## src/sv/drac_pkg.sv

```systemverilog
`timescale 1ns / 1ps
// Shared types and constants of the damage rectangle accumulator.
// No dependencies; used by drac_ctrl and damage_rect_accumulator.
package drac_pkg;

	localparam int MAX_RECTS = 8;
	localparam int IDX_W     = (MAX_RECTS > 1) ? $clog2(MAX_RECTS) : 1;
	localparam int CNT_W     = $clog2(MAX_RECTS + 1);
	localparam int SLACK_W   = 16;
	localparam int AREA_W    = 32;

	localparam logic [SLACK_W-1:0] SLACK_RESET = 16'd128;

	localparam logic ACT_ADD   = 1'b0;
	localparam logic ACT_DRAIN = 1'b1;

	// stored rectangle, x in the lowest bits
	typedef struct packed {
		logic [15:0] h;
		logic [15:0] w;
		logic [14:0] y;
		logic [14:0] x;
	} box_t;

	localparam int BOX_W = $bits(box_t);

	typedef struct packed {
		logic        action;
		logic [14:0] x;
		logic [14:0] y;
		logic [14:0] w;
		logic [14:0] h;
	} item_t;

	// result request from the sequencer to the output register
	typedef struct packed {
		logic req;
		box_t rect;
		logic occupied;
		logic last;
	} res_t;

endpackage

```

## src/sv/drac_ram.sv

```systemverilog
`timescale 1ns / 1ps
// Generic single-write, single-read synchronous RAM with a registered read.
// No dependencies.
module drac_ram #(
	parameter int DEPTH = 8,
	parameter int WIDTH = 62,
	localparam int AW = (DEPTH > 1) ? $clog2(DEPTH) : 1
) (
	input  logic             clk,
	input  logic             we,
	input  logic [AW-1:0]    waddr,
	input  logic [WIDTH-1:0] wdata,
	input  logic [AW-1:0]    raddr,
	output logic [WIDTH-1:0] rdata
);

	logic [WIDTH-1:0] mem [DEPTH];
	logic [WIDTH-1:0] rdata_q;

	always_ff @(posedge clk) begin
		if (we) begin
			mem[waddr] <= wdata;
		end
		rdata_q <= mem[raddr];
	end

	assign rdata = rdata_q;

endmodule

```

## src/sv/drac_ctrl.sv

```systemverilog
`timescale 1ns / 1ps
// Sequencer and datapath: walks the rectangle RAM for merge, append, collapse
// and drain. Depends on drac_pkg and drac_ram.
module drac_ctrl (
	input  logic                          clk,
	input  logic                          arst_n,
	input  logic                          in_valid,
	output logic                          in_ready,
	input  drac_pkg::item_t               in_item,
	input  logic [drac_pkg::SLACK_W-1:0]  slack,
	output drac_pkg::res_t                res,
	input  logic                          res_ready
);

	localparam logic [3:0] S_IDLE   = 4'd0;
	localparam logic [3:0] S_NAREA  = 4'd1;
	localparam logic [3:0] S_RD     = 4'd2;
	localparam logic [3:0] S_JOIN   = 4'd3;
	localparam logic [3:0] S_MENT   = 4'd4;
	localparam logic [3:0] S_MUNI   = 4'd5;
	localparam logic [3:0] S_CMP    = 4'd6;
	localparam logic [3:0] S_APPEND = 4'd7;
	localparam logic [3:0] S_CRD    = 4'd8;
	localparam logic [3:0] S_CACC   = 4'd9;
	localparam logic [3:0] S_CWR    = 4'd10;
	localparam logic [3:0] S_DRD    = 4'd11;
	localparam logic [3:0] S_DOUT   = 4'd12;
	localparam logic [3:0] S_DEMPTY = 4'd13;

	localparam int CW = drac_pkg::CNT_W;
	localparam int IW = drac_pkg::IDX_W;
	localparam int AW = drac_pkg::AREA_W;

	logic [3:0]    state_q;
	logic [CW-1:0] count_q;
	logic [CW-1:0] idx_q;
	logic [CW-1:0] idx_inc;

	drac_pkg::box_t nb_q;
	drac_pkg::box_t ent_q;
	drac_pkg::box_t uni_q;
	drac_pkg::box_t acc_q;
	logic [AW-1:0]  area_new_q;
	logic [AW-1:0]  area_ent_q;
	logic [AW-1:0]  area_uni_q;

	drac_pkg::box_t rdata;
	logic [drac_pkg::BOX_W-1:0] rdata_raw;
	logic           we;
	logic [IW-1:0]  waddr;
	drac_pkg::box_t wdata;
	logic [IW-1:0]  raddr;

	drac_pkg::box_t join_a;
	drac_pkg::box_t join_r;
	logic [15:0]    mul_a;
	logic [15:0]    mul_b;
	logic [AW-1:0]  prod;
	logic [AW+1:0]  budget;
	logic           cheap;
	logic           is_last;
	logic           in_fire;
	logic           in_empty;

	function automatic drac_pkg::box_t box_join(drac_pkg::box_t a, drac_pkg::box_t b);
		logic signed [17:0] ax, bx, ay, by, ar, br, ab, bb, lx, ty, rx, bt, sw, sh;
		drac_pkg::box_t r;
		ax = {{3{a.x[14]}}, a.x};
		bx = {{3{b.x[14]}}, b.x};
		ay = {{3{a.y[14]}}, a.y};
		by = {{3{b.y[14]}}, b.y};
		ar = ax + {2'b00, a.w};
		br = bx + {2'b00, b.w};
		ab = ay + {2'b00, a.h};
		bb = by + {2'b00, b.h};
		lx = (ax < bx) ? ax : bx;
		ty = (ay < by) ? ay : by;
		rx = (ar > br) ? ar : br;
		bt = (ab > bb) ? ab : bb;
		sw = rx - lx;
		sh = bt - ty;
		r.x = lx[14:0];
		r.y = ty[14:0];
		r.w = sw[15:0];
		r.h = sh[15:0];
		return r;
	endfunction

	drac_ram #(
		.DEPTH(drac_pkg::MAX_RECTS),
		.WIDTH(drac_pkg::BOX_W)
	) u_ram (
		.clk  (clk),
		.we   (we),
		.waddr(waddr),
		.wdata(wdata),
		.raddr(raddr),
		.rdata(rdata_raw)
	);

	assign rdata    = drac_pkg::box_t'(rdata_raw);
	assign in_ready = (state_q == S_IDLE);
	assign in_fire  = in_valid && in_ready;
	assign in_empty = (in_item.w == 15'd0) || (in_item.h == 15'd0);
	assign idx_inc  = idx_q + CW'(1);
	assign is_last  = (idx_inc == count_q);
	assign raddr    = idx_q[IW-1:0];

	assign join_a = (state_q == S_CACC) ? acc_q : nb_q;
	assign join_r = box_join(join_a, rdata);

	// one shared multiplier, operands picked by state
	always_comb begin
		case (state_q)
			S_MENT: begin
				mul_a = ent_q.w;
				mul_b = ent_q.h;
			end
			S_MUNI: begin
				mul_a = uni_q.w;
				mul_b = uni_q.h;
			end
			default: begin
				mul_a = nb_q.w;
				mul_b = nb_q.h;
			end
		endcase
	end

	assign prod   = mul_a * mul_b;
	assign budget = {2'b00, area_ent_q} + {2'b00, area_new_q} + {{(AW+2-drac_pkg::SLACK_W){1'b0}}, slack};
	assign cheap  = {2'b00, area_uni_q} <= budget;

	always_comb begin
		we    = 1'b0;
		waddr = idx_q[IW-1:0];
		wdata = uni_q;
		case (state_q)
			S_CMP: begin
				we = cheap;
			end
			S_APPEND: begin
				we    = 1'b1;
				waddr = count_q[IW-1:0];
				wdata = nb_q;
			end
			S_CWR: begin
				we    = 1'b1;
				waddr = '0;
				wdata = acc_q;
			end
			default: begin
				we = 1'b0;
			end
		endcase
	end

	always_comb begin
		res.req      = 1'b0;
		res.rect     = rdata;
		res.occupied = 1'b1;
		res.last     = is_last;
		case (state_q)
			S_DOUT: begin
				res.req = 1'b1;
			end
			S_DEMPTY: begin
				res.req      = 1'b1;
				res.rect     = '0;
				res.occupied = 1'b0;
				res.last     = 1'b1;
			end
			default: begin
				res.req = 1'b0;
			end
		endcase
	end

	// every write lands before the sequencer returns to idle, so a read never
	// overlaps a pending write to the same entry
	always_ff @(posedge clk or negedge arst_n) begin
		if (!arst_n) begin
			state_q <= S_IDLE;
			count_q <= '0;
			idx_q   <= '0;
		end else begin
			case (state_q)
				S_IDLE: begin
					idx_q <= '0;
					if (in_fire) begin
						if (in_item.action == drac_pkg::ACT_DRAIN) begin
							state_q <= (count_q == '0) ? S_DEMPTY : S_DRD;
						end else if (!in_empty) begin
							state_q <= S_NAREA;
						end
					end
				end
				S_NAREA: begin
					state_q <= (count_q == '0) ? S_APPEND : S_RD;
				end
				S_RD: begin
					state_q <= S_JOIN;
				end
				S_JOIN: begin
					state_q <= S_MENT;
				end
				S_MENT: begin
					state_q <= S_MUNI;
				end
				S_MUNI: begin
					state_q <= S_CMP;
				end
				S_CMP: begin
					if (cheap) begin
						state_q <= S_IDLE;
					end else if (is_last) begin
						if (count_q < CW'(drac_pkg::MAX_RECTS)) begin
							state_q <= S_APPEND;
						end else begin
							idx_q   <= '0;
							state_q <= S_CRD;
						end
					end else begin
						idx_q   <= idx_inc;
						state_q <= S_RD;
					end
				end
				S_APPEND: begin
					count_q <= count_q + CW'(1);
					state_q <= S_IDLE;
				end
				S_CRD: begin
					state_q <= S_CACC;
				end
				S_CACC: begin
					if (idx_q == CW'(drac_pkg::MAX_RECTS - 1)) begin
						state_q <= S_CWR;
					end else begin
						idx_q   <= idx_inc;
						state_q <= S_CRD;
					end
				end
				S_CWR: begin
					count_q <= CW'(1);
					state_q <= S_IDLE;
				end
				S_DRD: begin
					state_q <= S_DOUT;
				end
				S_DOUT: begin
					if (res_ready) begin
						if (is_last) begin
							count_q <= '0;
							state_q <= S_IDLE;
						end else begin
							idx_q   <= idx_inc;
							state_q <= S_DRD;
						end
					end
				end
				S_DEMPTY: begin
					if (res_ready) begin
						state_q <= S_IDLE;
					end
				end
				default: begin
					state_q <= S_IDLE;
				end
			endcase
		end
	end

	always_ff @(posedge clk) begin
		if (in_fire) begin
			nb_q.x <= in_item.x;
			nb_q.y <= in_item.y;
			nb_q.w <= {1'b0, in_item.w};
			nb_q.h <= {1'b0, in_item.h};
		end
		case (state_q)
			S_NAREA: begin
				area_new_q <= prod;
			end
			S_JOIN: begin
				ent_q <= rdata;
				uni_q <= join_r;
			end
			S_MENT: begin
				area_ent_q <= prod;
			end
			S_MUNI: begin
				area_uni_q <= prod;
			end
			S_CMP: begin
				acc_q <= nb_q;
			end
			S_CACC: begin
				acc_q <= join_r;
			end
			default: begin
			end
		endcase
	end

endmodule

```

## src/sv/damage_rect_accumulator.sv

```systemverilog
`timescale 1ns / 1ps
// Damage rectangle accumulator: top level with the stream ports, the slack
// register and the output register. Depends on drac_pkg and drac_ctrl.
//
// The block works on one request at a time; s_tready is high only while the
// sequencer is idle. An add computes the new area, then examines each stored
// entry in turn (RAM read, union, two passes through the shared 16x16
// multiplier, compare) and appends if none merges and the list has room;
// when the list is full and nothing merges, a collapse pass joins every
// entry into one bounding box. An empty rectangle is dropped in the cycle it
// is taken. A drain reads each stored rectangle, one step for the RAM read
// and one for the hand-off (a zero result when the list is empty), and
// stalls while the output register is full and m_tready is low. The output
// register lets a new request enter while the last result still waits.
module damage_rect_accumulator (
	input  logic        clk,
	input  logic        arst_n,
	input  logic        s_tvalid,
	output logic        s_tready,
	input  logic [63:0] s_tdata,   // rect_x[14:0], rect_y[29:15], rect_w[44:30], rect_h[59:45]
	input  logic        s_tuser,   // action: 0 add, 1 drain
	output logic        m_tvalid,
	input  logic        m_tready,
	output logic [63:0] m_tdata,   // out_x[14:0], out_y[29:15], out_w[45:30], out_h[61:46]
	output logic        m_tuser,   // out_valid
	output logic        m_tlast,   // out_last
	input  logic        cfg_valid,
	output logic        cfg_ready,
	input  logic [15:0] cfg_data   // merge_slack
);

	logic [drac_pkg::SLACK_W-1:0] slack_q;
	drac_pkg::item_t item;
	drac_pkg::res_t  res;
	logic            res_ready;
	logic            ovalid_q;
	drac_pkg::box_t  orect_q;
	logic            oocc_q;
	logic            olast_q;

	assign item.action = s_tuser;
	assign item.x      = s_tdata[14:0];
	assign item.y      = s_tdata[29:15];
	assign item.w      = s_tdata[44:30];
	assign item.h      = s_tdata[59:45];

	assign cfg_ready = 1'b1;

	always_ff @(posedge clk or negedge arst_n) begin
		if (!arst_n) begin
			slack_q <= drac_pkg::SLACK_RESET;
		end else if (cfg_valid && cfg_ready) begin
			slack_q <= cfg_data;
		end
	end

	drac_ctrl u_ctrl (
		.clk      (clk),
		.arst_n   (arst_n),
		.in_valid (s_tvalid),
		.in_ready (s_tready),
		.in_item  (item),
		.slack    (slack_q),
		.res      (res),
		.res_ready(res_ready)
	);

	// load when empty or being emptied this cycle
	assign res_ready = !ovalid_q || m_tready;

	always_ff @(posedge clk or negedge arst_n) begin
		if (!arst_n) begin
			ovalid_q <= 1'b0;
		end else if (res_ready) begin
			ovalid_q <= res.req;
		end
	end

	always_ff @(posedge clk) begin
		if (res_ready && res.req) begin
			orect_q <= res.rect;
			oocc_q  <= res.occupied;
			olast_q <= res.last;
		end
	end

	assign m_tvalid = ovalid_q;
	assign m_tdata  = {{(64 - drac_pkg::BOX_W){1'b0}}, orect_q};
	assign m_tuser  = oocc_q;
	assign m_tlast  = olast_q;

endmodule

```

## config.mk

```make
export PLATFORM = sky130hd
export DESIGN_NAME = damage_rect_accumulator
export DESIGN_NICKNAME = d
export VERILOG_FILES = /design/src/sv/drac_pkg.sv /design/src/sv/drac_ram.sv /design/src/sv/drac_ctrl.sv /design/src/sv/damage_rect_accumulator.sv
export SDC_FILE = /design/constraint.sdc
export NUM_CORES = 2
export LEC_CHECK = 0
export BUFFER_PORTS_ARGS = -buffer_cell sky130_fd_sc_hd__buf_2
export CORE_MARGIN = 5
export CORE_UTILIZATION = 45
export CTS_CLUSTER_SIZE = 30
export DETAILED_ROUTE_END_ITERATION = 7
export PLACE_DENSITY = 0.57
export REMOVE_ABC_BUFFERS = 1
export SLEW_MARGIN = 10
export SYNTH_ARGS = -nofsm -noshare
export SYNTH_HDL_FRONTEND = slang
export SYNTH_SLANG_ARGS = --single-unit
```

## constraint.sdc

```tcl
create_clock -name clk -period 13.8 [get_ports clk]
set_input_delay 4.14 -clock clk [delete_from_list [all_inputs] [get_ports clk]]
set_output_delay 4.14 -clock clk [all_outputs]
set_load 0.01 [all_outputs]
```

Word-level counts from Yosys, hierarchy flattened. Memory sizes are Yosys's and may differ from the RTL's. A register that Yosys moved wholly into a read port is not among the register bits. Cells that the tools add are included.

Bits of input ports: 86. Memories kept: 1. Logic and storage cells: 125. Memory bits (writable): 496. Output and inout bits: 69. Flip-flop bits (word level): 405.

Memory list: u_ctrl.u_ram.mem (words 8, width 62, rd ports 1, clocked after memory_dff 1, wr ports 1, line drac_ram.sv:17) `logic [WIDTH-1:0] mem [DEPTH];`.

$mul: 1. Reduce and logical (&&, ||, !) cells: 17. Multiplexer cells: 38. Magnitude comparators: 6. Eq/ne operators: 24. Add/sub/neg operators: 10.

Operators by type and width (count): $pmux W62 S2 (2); $add A15 B17 Y18 (4); $mux W4 (17); $mux W16 (4); $pmux W16 S2 (2); $mux W62 (1); $pmux W4 S12 (1); $gt A18 B18 Y1 (2); $add A34 B16 Y34 (1); $le A32 B34 Y1 (1); $add A32 B32 Y33 (1); $mul A16 B16 Y32 (1); $sub A16 B16 Y16 (2); $logic_not A15 Y1 (2); $lt A15 B15 Y1 (2); $eq A4 B4 Y1 const B (6); $eq A4 B3 Y1 const B (5); $pmux W4 S4 (1); $ne A2 B2 Y1 const B (6); $pmux W4 S3 (1); $add A4 B1 Y4 const B (2); $eq A4 B2 Y1 const B (2); $logic_not A4 Y1 (2); $mux W3 (2); other kinds (19) (26).

Logic depth before layout (Yosys ltp).
Word-level depth: 7. Gate-level depth with buffers: 46. Mapped depth without buffers: 39.

Hierarchy. Synthesis repeated with hierarchy kept, for this count alone.

Cells, all modules: 4292. Area, all modules: 54418.4 sq um.

Modules (own cells, without submodules): drac_ctrl (times used 1, sequential area each 9669.3 sq um, cells an instance 3393, area an instance 31539.0 sq um); drac_ram (times used 1, sequential area each 16135.5 sq um, cells an instance 792, area an instance 20233.2 sq um); damage_rect_accumulator (times used 1, sequential area each 2348.5 sq um, cells an instance 107, area an instance 2646.3 sq um).

Least setup slack after synthesis. No wires, ideal clock.

Path kind: reg2reg. From: register u_ctrl.area_ent_q[0]. To: memory u_ctrl.u_ram.mem[1][0], enable pin. Slack: 4052 ps. Clock period less this slack: 9748 ps. Required time: 13298 ps. Arrival: 9245 ps. Buffers on the path: 0. Stages on the path, launching flop included: 34. Cell sequence: edfxtp_1 ha_1 inv_1 fa_1 nand2b_1 a211oi_2 o31a_1 o21a_1 nor2_1 o21bai_1 a21oi_1 xnor2_1 ha_1 nand2_1 nand2_1 nor3_1 a21oi_1 a31oi_1 a211oi_1 and4_1 nand3_1 or4b_2 xnor2_1 ha_1 nand3_1 nor4_1 nand2_1 nor3_1 a21oi_1 o21ai_0 a311oi_1 and4_1 or4_4 a21oi_1.

Longest elaborated chain between the ends: 6.

RTL lines: start: declaration (line drac_ctrl.sv:44) `logic [AW-1:0] area_ent_q;`; start signal: assignment (line drac_ctrl.sv:289) `area_ent_q <= prod;`; $add A32 B32 Y33 (line drac_ctrl.sv:131) `assign budget = {2'b00, area_ent_q} + {2'b00, area_new_q} + {{(AW+2-drac_pkg::SLACK_W){1'b0}}, slack};`; $add A34 B16 Y34 (line drac_ctrl.sv:131); $le A32 B34 Y1 (line drac_ctrl.sv:132) `assign cheap = {2'b00, area_uni_q} <= budget;`; $pmux W1 S2 (line drac_ctrl.sv:138) `case (state_q)`; $mux W1 (line drac_ram.sv:21) `if (we) begin`; $mux W1 (implied by the code) (line drac_ram.sv:22) `mem[waddr] <= wdata;`; end: declaration (line drac_ram.sv:17).

No other way between the ends.

==> results.sh <==
export IMPL_worstSetupStartpointType="register"
export IMPL_synth_top_cell_area_share_pct=47.69
export IMPL_die_height_um=359.3
export IMPL_layout_worst_path_cycle_share_pct=77.74
export IMPL_drv_slew=0
export IMPL_initial_core_utilization_pct=45.17
export IMPL_seq_area_frac_synth_pct=51.27
export IMPL_cts_num_sinks=963
export IMPL_clock_root_buffer="clkbuf_16"
export IMPL_setup_viol=0
export IMPL_finClkSkew_ns=0.09089
export IMPL_detailed_place_hpwl_um=99990
export IMPL_cts_post_setup_buffers_inserted=0
export IMPL_path_delay_family="compound AO/OA/AOI/OAI gates"
export IMPL_num_rows=128
export IMPL_cp_buffers_inverters=3
export IMPL_timing_worst_slew_pin_value_ns=1.212
export IMPL_finalHoldWorstSlack_ns=0.4728
export IMPL_port_buffers=147
export IMPL_die_area_um2=129100
export IMPL_grt_pass1_vias=35540
export IMPL_async_flop_share_pct=3.011
export IMPL_max_cap_viol_count=0
export IMPL_total_length_of_routed_wires_um=144300
export IMPL_finalNonFillerCells=6475
export IMPL_cts_hold_buf=0
export IMPL_synth_cell_area_um2=54910
export IMPL_timing_hold_violations_final=0
export IMPL_max_freq_mhz=93.22
export IMPL_max_slew_margin_pct=19.22
export IMPL_post_cts_resize_count=0
export IMPL_n_fill_cell=10660
export IMPL_drt_antenna_violating_nets=0
export IMPL_rsz0062_at_grt="no"
export IMPL_place_gp_congestion=0.8957
export IMPL_cp_required_ns=14.27
export IMPL_drt_first_iter_violations=2944
export IMPL_grt_start_max_net_pins=94
export IMPL_routed_via_count=35660
export IMPL_area_growth_from_synthesis_to_layout_pct=11.57
export IMPL_synth_enable_flop_cells=872
export IMPL_cts_inserted_buffers=102
export IMPL_pin_count=155
export IMPL_synthesis_instances=4610
export IMPL_max_stage_delay_ns=0.54
export IMPL_avgViaCountPerCell=5.507
export IMPL_drt_wl_cell_um=22.29
export IMPL_yosys_register_bits=963
export IMPL_hp_class="register to register"
export IMPL_cts_htree_levels=3
export IMPL_status="completed"
export IMPL_grt_first_pass_wirelength_um=218800
export IMPL_cp_common_cell="o21ai_0"
export IMPL_grt_overflow_total=0
export IMPL_clk_latency_ns=0.74
export IMPL_timing_worst_setup_path_type="register to register"
export IMPL_drc_errors=0
export IMPL_post_synth_cell_area_avg_um2=11.91
export IMPL_final_seq_area_um2=28170
export IMPL_area_taken_by_multi_input_logic_gates_um2=24810
export IMPL_core_area_um2=121600
export IMPL_bufs_on_longest_clock_path=3
export IMPL_crit_arrival_ns=11.20
export IMPL_detail_route_first_pass_iterations=5
export IMPL_synth_ff_type="edfxtp_1"
export IMPL_total_grt_usage_pct=22.05
export IMPL_synth_warning_count=0
export IMPL_num_nets_final=5395
export IMPL_synth_top_cells_by_area="edfxtp_1 48%, ha_1 8.0%, fa_1 7.4%"
export IMPL_synth_top_area_cell="edfxtp_1"
export IMPL_critPathMaxFanout=93
export IMPL_post_route_min_period_ns=10.73
export IMPL_post_route_cells_drive_above_1_share_pct=12.40
export IMPL_worst_path_max_delay_cell="buf_4"
export IMPL_cts_tree="built"
export IMPL_numPlacedInstances=6279
export IMPL_cts_clock_pin_slew_for_the_worst_setup_and_hold_paths_ns=0.06
export IMPL_synth_cell_types=97
export IMPL_die_width_um=359.3
export IMPL_antenna_found_initial=8
export IMPL_setup_worst_path_end_class="register"
## path summary, 6_finish.rpt
path                                        startpoint                to  slack [ns]  depth (start not counted)
worst min register to register  u_ctrl.u_ram.rdata[46]  u_ctrl.ent_q[46]        0.47                          0
worst min-delay path            u_ctrl.u_ram.rdata[46]  u_ctrl.ent_q[46]        0.47                          0
max in group asynchronous                       arst_n   u_ctrl.idx_q[1]        9.64                          1
min in group asynchronous                       arst_n   u_ctrl.idx_q[2]        3.54                          1
worst max register to register       u_ctrl.state_q[3]  u_ctrl.uni_q[44]        3.07                         39
worst max-delay path                 u_ctrl.state_q[3]  u_ctrl.uni_q[44]        3.07                         39
## metal layers
layer | track usage, % | part of all wire [%] | vias to the layer above
met3 | 3.910 | 6.3 | 204
li1 | - | - | 16800
met4 | 5.165 | 2.3 | 6
met1 | 31.52 | 46 | 17670
met5 | 0 | 0.030 | -
met2 | 35.36 | 46 | 977
## registers in the layout, summed over array words and instances, names as in the netlist
signal and count:
u_ctrl.u_ram.rdata 62, m_tuser 1, u_ctrl.area_new_q 32, slack_q 16, m_tvalid 1, u_ctrl.uni_q 62, u_ctrl.idx_q 4, u_ctrl.area_uni_q 32
m_tlast 1, m_tdata 62, u_ctrl.count_q 4, u_ctrl.ent_q 32, u_ctrl.acc_q 62, u_ctrl.u_ram.mem 496, u_ctrl.nb_q 60, u_ctrl.state_q 4
u_ctrl.area_ent_q 32
## synthesized netlist by cell type, drive strengths merged (7+ instances only)
library cell    n
edfxtp        872
nand2         801
inv           394
ha            349
nor2          252
fa            202
a21oi         195
o21ai         155
clkbuf        129
mux4          124
xnor2         103
a21o           99
and2           67
a22oi          66
dfxtp          62
xor2           54
nor3           50
a31oi          48
nand3          44
buf            42
mux2i          41
nor2b          39
mux2           31
nand4          29
dfrtp          28
o21a           28
a21boi         27
nand2b         27
a211oi         25
o211ai         24
o21bai         21
or3            17
nor4           16
and3           15
o31ai          10
a2111oi         9
and4            7
nor3b           7
## cell usage in the layout, fill, tap and decap left out, drive strengths merged, types with 66 or more instances in the layout
master	count
a21o	99
a21oi	195
a22oi	66
and2	67
buf	214
clkbuf	134
edfxtp	872
fa	202
ha	349
inv	400
mux4	124
nand2	801
nor2	252
o21ai	155
xnor2	103
## cell type report
class | count | share of cell area, %
repair buffers | 214 | 2.042
clock buffers | 134 | 4.628
clock inverters | 58 | 1.097
multi-input cells | 3082 | 40.50
well taps | 1625 | 3.319
diodes | 4 | 0.01634
flip-flops and latches | 963 | 45.98
inverters | 395 | 2.420
## kinds of logic (layout without fill, tap and decap cells)
family          Yosys count  after routing  share of synthesized area, %
flops                   963            963                         51.27
fa+ha+maj               551            551                         15.32
simple gates           1395           1395                         11.08
buf+inv                 566            801                         3.906
other cells               2              7                       0.01368
mux                     196            196                         6.469
xor+xnor                157            157                         2.539
compound gates          780            780                         9.400
## worst reg2reg max path, delay by kind of cell (launching register included)
family,cells,cell delay (ns)
compound gates,22,5.39
simple gates,8,1.77
fa+ha+maj,4,1.42
buf+inv,3,1.10
flops,1,0.41
xor+xnor,2,0.38
## through the flow
| stage | TNS [ns] | worst slack (ns) | area, um2 | utilization (%) |
|---|---|---|---|---|
| 2_1_floorplan | -28.19 | -1.293 | 54250 | - |
| 4_1_cts | 0 | 3.323 | 61250 | 50.39 |
| 3_3_place_gp | 0 | 3.500 | 57740 | 47.50 |
| 3_5_place_dp | 0 | 3.403 | 57740 | 47.50 |
| 6_report | 0 | 3.072 | 61260 | 50.40 |
| 5_1_grt | 0 | 2.043 | 61250 | 50.39 |
Power is not shown: default switching activity piles up to over one toggle a cycle in this logic, so the estimate is an artifact.
